$ cat src/design/sdnv_pkg.sv
package sdnv_pkg;

   typedef enum logic [1:0] {
      ST_BUSY  = 2'd0,
      ST_DONE  = 2'd1,
      ST_ERROR = 2'd2
   } status_type;

   typedef enum logic [1:0] {
      ERR_NONE       = 2'd0,
      ERR_OVERFLOW   = 2'd1,
      ERR_AFTER_DONE = 2'd2
   } error_type;

   typedef enum logic {
      FUNC_FEED    = 1'b0,
      FUNC_RESTART = 1'b1
   } func_type;

   localparam logic [1:0] MODE_RESET = 2'd3;
   localparam int         COUNT_BITS = 4;

   typedef struct packed {
      status_type            status;
      error_type             error;
      logic [COUNT_BITS-1:0] count;
   } ctrl_type;

endpackage

$ cat src/design/sdnv_step.sv
module sdnv_step #(
   parameter int VALUE_BITS = 64
) (
   input  logic [1:0]            mode,
   input  logic                  func,
   input  logic [7:0]            data_byte,
   input  sdnv_pkg::ctrl_type    cur_ctrl,
   input  logic [VALUE_BITS-1:0] cur_value,
   output sdnv_pkg::ctrl_type    next_ctrl,
   output logic [VALUE_BITS-1:0] next_value
);
   import sdnv_pkg::*;

   logic [VALUE_BITS-1:0] val_mask [4];
   logic [VALUE_BITS-1:0] fit_mask [4];
   logic [COUNT_BITS-1:0] limit_tab [4];

   // per-mode width, capped by the accumulator width
   for (genvar m = 0; m < 4; m++) begin : g_mode
      localparam int WM    = ((8 << m) < VALUE_BITS) ? (8 << m) : VALUE_BITS;
      localparam int LIMIT = (WM + 6) / 7;
      assign val_mask[m]  = {VALUE_BITS{1'b1}} >> (VALUE_BITS - WM);
      // bits that must be clear before another 7-bit shift
      assign fit_mask[m]  = ~({VALUE_BITS{1'b1}} >> (VALUE_BITS - WM + 7));
      assign limit_tab[m] = COUNT_BITS'(LIMIT);
   end

   logic                  fits;
   logic [VALUE_BITS-1:0] merged;

   assign fits = (cur_ctrl.count < limit_tab[mode]) &&
                 ((cur_value & fit_mask[mode]) == '0);

   always_comb begin
      if (cur_ctrl.count == '0) begin
         merged = {{(VALUE_BITS-7){1'b0}}, data_byte[6:0]};
      end else begin
         merged = {cur_value[VALUE_BITS-8:0], data_byte[6:0]};
      end
   end

   always_comb begin
      next_ctrl  = cur_ctrl;
      next_value = cur_value;
      if (func == FUNC_RESTART) begin
         next_ctrl.status = ST_BUSY;
         next_ctrl.error  = ERR_NONE;
         next_ctrl.count  = '0;
         next_value       = '0;
      end else if (cur_ctrl.status != ST_ERROR) begin
         if (!fits) begin
            next_ctrl.status = ST_ERROR;
            next_ctrl.error  = ERR_OVERFLOW;
         end else if (cur_ctrl.status == ST_DONE) begin
            next_ctrl.status = ST_ERROR;
            next_ctrl.error  = ERR_AFTER_DONE;
         end else begin
            next_value = merged & val_mask[mode];
            if (!data_byte[7]) begin
               next_ctrl.status = ST_DONE;
            end
            next_ctrl.count = cur_ctrl.count + COUNT_BITS'(1);
         end
      end
   end

endmodule

$ cat src/design/sdnv_stream_decoder_core.sv
// Streaming decoder for self-delimiting numeric values.
// Request channel (req_valid / req_stall): each word carries req_func and
// req_data_byte. Feed words shift seven bits into the running value; a clear
// bit 7 ends the value. A restart word clears the running value and status.
// Response channel (rsp_valid / rsp_stall): one word per request word, with
// status, error code, the value so far and the count of bytes taken.
// csr_we / csr_wdata set the target width (0=8, 1=16, 2=32, 3=64 bits),
// capped at MAX_VALUE_BITS; write it only while no word is in flight.
// Path: an accepted request word lands in the input register, then is
// decoded into the state/result register, which drives the response.
// Throughput: one word per cycle while no valid response is stalled; the
// shift-merge and width check are combinational between the input register
// and the state register.
// Errors stay until a restart word. Reset clears the value, count, status
// and error and sets the width to 64 bits.
// While rsp_stall holds a valid response, the response and state hold, the
// input register holds its word, and req_stall rises once it is occupied.
module sdnv_stream_decoder_core #(
   parameter int MAX_VALUE_BITS = 64
) (
   input  logic        clock,
   input  logic        reset,
   input  logic        csr_we,
   input  logic [1:0]  csr_wdata,
   input  logic        req_valid,
   output logic        req_stall,
   input  logic        req_func,
   input  logic [7:0]  req_data_byte,
   output logic        rsp_valid,
   input  logic        rsp_stall,
   output logic [1:0]  rsp_decode_status,
   output logic [1:0]  rsp_error_code,
   output logic [63:0] rsp_decoded_value,
   output logic [3:0]  rsp_byte_count
);
   import sdnv_pkg::*;

   logic [1:0]                mode_ff;
   logic                      in_valid_ff;
   logic                      in_func_ff;
   logic [7:0]                in_byte_ff;
   logic                      rsp_valid_ff;
   ctrl_type                  ctrl_ff;
   ctrl_type                  ctrl_in;
   logic [MAX_VALUE_BITS-1:0] acc_ff;
   logic [MAX_VALUE_BITS-1:0] acc_in;
   logic                      advance;
   logic                      req_take;

   // result register is free or drains this cycle
   assign advance   = in_valid_ff && (!rsp_valid_ff || !rsp_stall);
   assign req_stall = in_valid_ff && !advance;
   assign req_take  = req_valid && !req_stall;

   always_ff @(posedge clock) begin
      if (reset) begin
         mode_ff <= MODE_RESET;
      end else if (csr_we) begin
         mode_ff <= csr_wdata;
      end
   end

   always_ff @(posedge clock) begin
      if (reset) begin
         in_valid_ff <= 1'b0;
      end else if (req_take) begin
         in_valid_ff <= 1'b1;
      end else if (advance) begin
         in_valid_ff <= 1'b0;
      end
   end

   always_ff @(posedge clock) begin
      if (req_take) begin
         in_func_ff <= req_func;
         in_byte_ff <= req_data_byte;
      end
   end

   sdnv_step #(
      .VALUE_BITS (MAX_VALUE_BITS)
   ) u_step (
      .mode       (mode_ff),
      .func       (in_func_ff),
      .data_byte  (in_byte_ff),
      .cur_ctrl   (ctrl_ff),
      .cur_value  (acc_ff),
      .next_ctrl  (ctrl_in),
      .next_value (acc_in)
   );

   // decoder state doubles as the response payload; it moves only on advance
   always_ff @(posedge clock) begin
      if (reset) begin
         ctrl_ff.status <= ST_BUSY;
         ctrl_ff.error  <= ERR_NONE;
         ctrl_ff.count  <= '0;
         acc_ff         <= '0;
      end else if (advance) begin
         ctrl_ff <= ctrl_in;
         acc_ff  <= acc_in;
      end
   end

   always_ff @(posedge clock) begin
      if (reset) begin
         rsp_valid_ff <= 1'b0;
      end else if (advance) begin
         rsp_valid_ff <= 1'b1;
      end else if (!rsp_stall) begin
         rsp_valid_ff <= 1'b0;
      end
   end

   assign rsp_valid         = rsp_valid_ff;
   assign rsp_decode_status = ctrl_ff.status;
   assign rsp_error_code    = ctrl_ff.error;
   assign rsp_decoded_value = 64'(acc_ff);
   assign rsp_byte_count    = ctrl_ff.count;

   a_count_range: assert property (@(posedge clock) disable iff (reset)
      ctrl_ff.count <= COUNT_BITS'(10))
      else $error("byte count beyond ten");

   a_error_pairs: assert property (@(posedge clock) disable iff (reset)
      (ctrl_ff.status == ST_ERROR) == (ctrl_ff.error != ERR_NONE))
      else $error("status and error code disagree");

   a_no_overwrite: assert property (@(posedge clock) disable iff (reset)
      (rsp_valid_ff && rsp_stall) |-> !advance)
      else $error("stalled response overwritten");

   a_sticky_error: assert property (@(posedge clock) disable iff (reset)
      (advance && in_func_ff == FUNC_FEED && ctrl_ff.status == ST_ERROR)
      |=> (ctrl_ff.status == ST_ERROR && $stable(acc_ff)))
      else $error("error state left without restart");

endmodule

$ cat config.mk
export PLATFORM = sky130hd
export DESIGN_NAME = sdnv_stream_decoder_core
export DESIGN_NICKNAME = d
export VERILOG_FILES = /design/src/design/sdnv_pkg.sv /design/src/design/sdnv_step.sv /design/src/design/sdnv_stream_decoder_core.sv
export SDC_FILE = /design/constraint.sdc
export NUM_CORES = 1
export LEC_CHECK = 0
export ABC_CLOCK_PERIOD_IN_PS = 5400
export BUFFER_PORTS_ARGS = -buffer_cell sky130_fd_sc_hd__buf_2
export CAP_MARGIN = 20
export CORE_MARGIN = 5
export CORE_UTILIZATION = 45
export CTS_BUF_LIST = sky130_fd_sc_hd__clkbuf_4 sky130_fd_sc_hd__clkbuf_8
export DETAILED_ROUTE_END_ITERATION = 7
export HOLD_SLACK_MARGIN = 0.1
export PLACE_DENSITY = 0.76
export SLEW_MARGIN = 20
export SYNTH_ARGS = -nofsm -noshare
export SYNTH_HDL_FRONTEND = slang
export SYNTH_SLANG_ARGS = --single-unit
$ cat constraint.sdc
create_clock -name clock -period 5.4 [get_ports clock]
set_clock_uncertainty 0.15 [all_clocks]
set_input_delay 0.54 -clock clock [delete_from_list [all_inputs] [get_ports clock]]
set_output_delay 0.54 -clock clock [all_outputs]
set_load 0.02 [all_outputs]
==> results of run 1 <==
-- cells in the final DEF, fill, tap and decap left out, types with 2 or more instances in the layout --
master    count
o21ai_0       3
nor2b_1       3
buf_4         3
nand2_1     122
nor4_1       16
a22oi_1       2
a21oi_1       4
and2_1        2
clkbuf_8      9
inv_6         3
o211ai_1      5
nor3_1        2
o21a_1        2
ha_1          9
inv_1        12
nor2_1       10
a32o_1        8
nand4_1       3
or4_1         2
buf_2        89
nand3_1       3
edfxtp_1      9
clkinv_2      3
dfxtp_1      76
mux2i_1      57
-- through the flow --
stage | cell area (µm²) | power, mW | cells | setup slack [ps] | hold WS (ps)
finish | 4290 | 1.14 | 573 | 1950 | 216
global route | 4290 | 1.18 | 573 | 1720 | 185
CTS | 4270 | 1.15 | 572 | 1930 | 194
detailed placement | 4100 | 0.754 | 556 | 1960 | 325
global placement | 4100 | 0.752 | 556 | 2080 | 319
floorplan | 3640 | 0.739 | 386 | 3130 | 322
-- layout make-up --
| cell class | instances | area [µm²] | area share (%) |
|---|---|---|---|
| tap | 102 | 128 | 2.98 |
| sequential | 85 | 1790 | 41.8 |
| timing repair buffer | 93 | 483 | 11.3 |
| multi-input combinational | 265 | 1670 | 38.9 |
| clock buffer | 9 | 124 | 2.89 |
| inverter | 12 | 45.0 | 1.05 |
| clock inverter | 7 | 48.8 | 1.14 |
-- flip-flops by register name, summed over array words and instances, names as in the netlist --
register and cells:
mode_ff 2, rsp_decode_status 2, in_func_ff 1, rsp_valid 1, rsp_error_code 2, rsp_decoded_value 64
in_valid_ff 1, rsp_byte_count 4, in_byte_ff 8
-- worst max-delay path by stage --
stage | end | slack [ps] | cells past startpoint | from
after floorplan | rsp_decoded_value[17]$_SDFFE_PP0P_ | 3130 | 10 | mode_ff[0]$_SDFFE_PP1P_
after global placement | rsp_decoded_value[2]$_SDFFE_PP0P_ | 2080 | 10 | mode_ff[1]$_SDFFE_PP1P_
after detailed placement | rsp_decoded_value[11]$_SDFFE_PP0P_ | 1960 | 9 | mode_ff[0]$_SDFFE_PP1P_
after CTS | rsp_decoded_value[16]$_SDFFE_PP0P_ | 1930 | 10 | mode_ff[1]$_SDFFE_PP1P_
after global routing | rsp_decoded_value[13]$_SDFFE_PP0P_ | 1720 | 10 | mode_ff[1]$_SDFFE_PP1P_
final | rsp_decoded_value[16]$_SDFFE_PP0P_ | 1950 | 10 | mode_ff[1]$_SDFFE_PP1P_
-- layer usage --
metal | vias to the layer above | global-route usage, %
li1 | 1490 | -
met1 | 1388 | 20.8
met2 | 77 | 27.0
met3 | 4 | 5.42
met4 | 0 | 5.28
met5 | - | 0
-- critical path, cell delays in order (launching register included) --
cell       delay [ps]
dfxtp_1           370
ha_1              170
inv_1              60
ha_1              170
nor4_1            160
nand2_1           100
a221oi_2          240
o2111ai_2         280
nor2_4            880
buf_4             520
mux2i_1           250
-- power by group --
part	internal (mW)	leakage, nW	switching [mW]
clock	0.169	0.0902	0.227
sequential	0.646	0.701	0.00681
combinational	0.0320	1.05	0.0543
total	0.848	1.85	0.288
-- logic make-up (layout without fill, tap and decap cells) --
kind of cell | after synthesis | count (layout) | share of synthesized area (%)
AO/OA/AOI/OAI | 33 | 33 | 7.28
adder cells (fa/ha/maj) | 9 | 9 | 3.09
buffers and inverters | 36 | 121 | 5.49
flip-flops | 85 | 85 | 49.2
multiplexers | 57 | 57 | 15.7
AND/OR/NAND/NOR | 166 | 166 | 19.3
==> results.json, run 1 <==
{
  "outcome": "finished clean",
  "worstPathMaxFanout": 34,
  "wl_per_cell_um": 14.4,
  "drc": 0,
  "finalCritPeriodShare_pct": 63.9,
  "r2r_start": "mode_ff[1]$_SDFFE_PP1P_",
  "drive_above_1_share_pct": 24.0,
  "grt_overflow": 0,
  "synth_top_area_share_pct": 41.7,
  "clock-sinks": 85,
  "fp.dieW_um": 100,
  "cts_inserted_buffers": 9,
  "rr_endpoint": "rsp_decoded_value[16]$_SDFFE_PP0P_",
  "wl_met2_mm": 4.05,
  "cts_tree": "built",
  "grt_max_degree": 35,
  "synth_nets": 411,
  "endpoint_kind": "register",
  "syn-mean-instance-area_um2": 9.44,
  "report.final.slew_viol_count": 0,
  "grt_pass1_wl_mm": 13.4,
  "yosys-top-cells-area": "dfxtp_1 42%, mux2i_1 16%, nand2_1 13%, edfxtp_1 7.4%, ha_1 3.1%",
  "wl_mm": 8.27,
  "diodes": 0,
  "cts.clk_slew.worst_paths_ps": 80,
  "ir_drop_v": 0.000154,
  "utilization_pct": 54.9,
  "start_util_pct": 46.7,
  "hold_viol": 0,
  "fmax_ghz": 0.290,
  "hp-start": "req_data_byte[3]",
  "root_buffer": "clkbuf_8",
  "r2r_cells": 10,
  "ys_types": 37,
  "hp-class": "input port to register",
  "crit_required_ps": 5520,
  "cts_hold_buf": 0,
  "ys.flop_type": "dfxtp_1",
  "met3_length_um": 521,
  "tns_ps": 0,
  "nNetsFinal": 491,
  "viasPerCell": 5.16,
  "finalSetupViolCount": 0,
  "htree_levels": 3,
  "portBuffers": 89,
  "worstSkewPairLatency_ps": 350,
  "tightest_slew_ps": 1070,
  "fillerInstances": 705,
  "rsz0062_at_grt": "no",
  "yosysTopAreaCell": "dfxtp_1",
  "final_antenna_net_count": 0,
  "max-cap-violations": 0,
  "vias": 2959,
  "dp_hpwl_mm": 6.04,
  "rows": 32,
  "ys_seq_elements": 85,
  "synth_area_mm2": 0.00364,
  "startpoint_type": "register",
  "wl_met1_mm": 3.65,
  "synth.most_common_cell": "nand2_1",
  "cts_buffer_depth": 2,
  "place_congestion": 0.780,
  "fp.dieH_um": 100,
  "dr.pass1.iters": 5,
  "min_to": "in_byte_ff[3]$_DFFE_PP_",
  "leakage_nw": 1.85,
  "post_cts_buffers": 0,
  "drtIter0Drc": 126,
  "p_per_area_mw_per_mm2": 265,
  "worstPathArrival_ps": 3570,
  "synth_commonest_cells": "122 x nand2_1, 76 x dfxtp_1, 57 x mux2i_1",
  "synth_edf_count": 9,
  "hold_depth": 1,
  "track_usage_pct": 16.5,
  "area_delta_synth_final_pct": 17.7,
  "period_minus_slack_ps": 3450,
  "ios": 90,
  "reg2reg_setup_slack_ps": 1950,
  "path_class": "register to register",
  "cts.repair.resized": 0,
  "synth_cells": 386,
  "ys_warn_count": 0,
  "grt_pass1_vias": 2815,
  "max_slew_margin_pct": 28.2,
  "dieArea_mm2": 0.0100,
  "coreArea_mm2": 0.00781,
  "antenna_found_initial": 0,
  "top_layer": "met4",
  "ys_seq_area_share_pct": 49.2,
  "async_flop_share_pct": 0
}
Note: power is estimated with default switching activity, not from simulation.
==> inputs of run 2 (changes only) <==
--- a/config.mk
+++ b/config.mk
@@ -5,7 +5,7 @@
 export SDC_FILE = /design/constraint.sdc
 export NUM_CORES = 1
 export LEC_CHECK = 0
-export ABC_CLOCK_PERIOD_IN_PS = 5400
+export ABC_CLOCK_PERIOD_IN_PS = 3400
 export BUFFER_PORTS_ARGS = -buffer_cell sky130_fd_sc_hd__buf_2
 export CAP_MARGIN = 20
 export CORE_MARGIN = 5
==> constraint.sdc (replaced) <==
create_clock -name clock -period 3.4 [get_ports clock]
set_clock_uncertainty 0.15 [all_clocks]
set_input_delay 0.34 -clock clock [delete_from_list [all_inputs] [get_ports clock]]
set_output_delay 0.34 -clock clock [all_outputs]
set_load 0.02 [all_outputs]
==> results.json, run 2 (synthesis gave the netlist of run 1 again) <==
{
  "outcome": "finished clean",
  "cts_hold_buf": 15,
  "track_usage_pct": 17.5,
  "htree_levels": 3,
  "cts_tree": "built",
  "dp_hpwl_mm": 6.12,
  "coreArea_mm2": 0.00781,
  "drtIter0Drc": 153,
  "cts.clk_slew.worst_paths_ps": 90,
  "wl_per_cell_um": 14.8,
  "portBuffers": 89,
  "largest_register_ffs": 64,
  "seqCellArea_mm2": 0.00179,
  "dieArea_mm2": 0.0100,
  "final_antenna_net_count": 0,
  "rows": 32,
  "viasPerCell": 5.17,
  "tns_ps": 0,
  "startpoint_type": "register",
  "cts_buffer_depth": 2,
  "hp-start": "reset",
  "root_buffer": "clkbuf_8",
  "rsz0062_at_grt": "no",
  "rr_endpoint": "rsp_decoded_value[40]$_SDFFE_PP0P_",
  "report.final.slew_viol_count": 0,
  "fp.dieW_um": 100,
  "worstPathArrival_ps": 2900,
  "crit_top_cell": "ha_1",
  "grt_pass1_vias": 2973,
  "fp.dieH_um": 100,
  "ir_drop_v": 0.000248,
  "reg2reg_setup_slack_ps": 630,
  "multi_input_area_mm2": 0.00167,
  "hp-class": "input port to register",
  "ios": 90,
  "antenna_found_initial": 0,
  "grt_max_degree": 41,
  "drive_above_1_share_pct": 23.6,
  "drc": 0,
  "worstPathMaxFanout": 39,
  "hold_depth": 2,
  "worst_path_largest_cell_delay_ps": 520,
  "vias": 3049,
  "finalSetupViolCount": 0,
  "layout_commonest_cell": "nand2_1",
  "p_total_mw": 1.92,
  "start_util_pct": 46.7,
  "worstPathCellList": "ha_1, inv_1, ha_1, nor4_1, nand2_1, a221oi_2, o2111ai_2, nor2_4, buf_4, mux2i_1",
  "crit_required_ps": 3530,
  "finalCritPeriodShare_pct": 81.4,
  "path_class": "register to register",
  "cts_inserted_buffers": 9,
  "tightest_slew_ps": 739,
  "wl_mm": 8.72,
  "fin_ws_ps": 632,
  "place_ws_ps": 652,
  "mostFrequentLayoutCells": "122 x nand2_1, 89 x buf_2, 76 x dfxtp_1",
  "max-cap-violations": 0,
  "period_minus_slack_ps": 2770,
  "endpoint_kind": "register",
  "hold_viol": 0,
  "diodes": 0,
  "p_per_area_mw_per_mm2": 429,
  "cp_slowest_cell": "buf_4",
  "leakage_nw": 1.93,
  "nNetsFinal": 508,
  "fmax_ghz": 0.361,
  "cts.repair.resized": 0,
  "dr.pass1.iters": 4,
  "post_cts_buffers": 0,
  "grt_pass1_wl_mm": 14.3,
  "r2r_start": "mode_ff[1]$_SDFFE_PP1P_",
  "area_delta_synth_final_pct": 23.1,
  "worstSkewPairLatency_ps": 350,
  "fillerInstances": 703,
  "max_slew_margin_pct": 50.6,
  "min_to": "rsp_valid$_SDFFE_PP0P_",
  "grt_overflow": 0,
  "clock-sinks": 85,
  "place_congestion": 0.778,
  "r2r_cells": 10
}
==> run 2: changes by cell type in the layout (fill, tap and decap cells not counted) <==
| cell | change |
|---|---|
| inv_6 | -2 |
| inv_4 | +1 |
| buf_8 | -1 |
| clkinvlp_4 | -1 |
| dlygate4sd3_1 | +15 |
| buf_12 | +1 |
| clkinv_4 | +1 |
| clkbuf_4 | +1 |
| buf_4 | +2 |
| bufinv_16 | +1 |
| clkinv_2 | -2 |
| inv_8 | +1 |
==> run 2: area by class of cell <==
type | count | area share [%]
multi-input cells | 265 | 37.2
well taps | 102 | 2.84
clock inverters | 6 | 1.56
inverters | 12 | 1.00
clock buffers | 10 | 2.93
repair buffers | 110 | 14.6
flip-flops and latches | 85 | 39.9
==> run 2: layer usage <==
metal | part of all wire (%) | track usage, %
met1 | 44 | 22.1
met2 | 49 | 29.1
met3 | 5.2 | 5.21
met4 | 1.3 | 4.77
met5 | 0 | 0
==> run 2: worst max-delay path by stage <==
stage | start | cells after the start | to | slack [ps]
2_1_floorplan | mode_ff[0]$_SDFFE_PP1P_ | 10 | rsp_decoded_value[17]$_SDFFE_PP0P_ | 1130
3_3_place_gp | mode_ff[1]$_SDFFE_PP1P_ | 10 | rsp_decoded_value[56]$_SDFFE_PP0P_ | 790
3_5_place_dp | mode_ff[1]$_SDFFE_PP1P_ | 10 | rsp_decoded_value[44]$_SDFFE_PP0P_ | 650
4_1_cts | mode_ff[1]$_SDFFE_PP1P_ | 10 | rsp_decoded_value[44]$_SDFFE_PP0P_ | 600
5_1_grt | mode_ff[1]$_SDFFE_PP1P_ | 10 | rsp_decoded_value[28]$_SDFFE_PP0P_ | 370
6_report | mode_ff[1]$_SDFFE_PP1P_ | 10 | rsp_decoded_value[40]$_SDFFE_PP0P_ | 630
==> run 2: worst max-delay path, delay by kind of cell, from the launching register on <==
| family | cells | cell delay (ps) |
|---|---|---|
| flip-flops | 1 | 380 |
| buffers and inverters | 2 | 590 |
| multiplexers | 1 | 260 |
| AO/OA/AOI/OAI | 2 | 550 |
| AND/OR/NAND/NOR | 3 | 430 |
| adder cells (fa/ha/maj) | 2 | 350 |
==> run 2: power by group <==
group	total (mW)	internal (mW)	switching (mW)
combinational	0.157	0.0654	0.0913
clock	0.730	0.356	0.374
sequential	1.04	1.03	0.0112
total	1.92	1.45	0.476
==> run 2: metrics by stage <==
step	instance area [µm²]	hold WS [ps]	utilization, %	std cells
floorplan	3640	289	-	386
global placement	4140	312	53.0	559
detailed placement	4140	322	53.0	559
CTS	4490	142	57.5	590
global route	4490	139	57.5	590
finish	4490	159	57.5	590
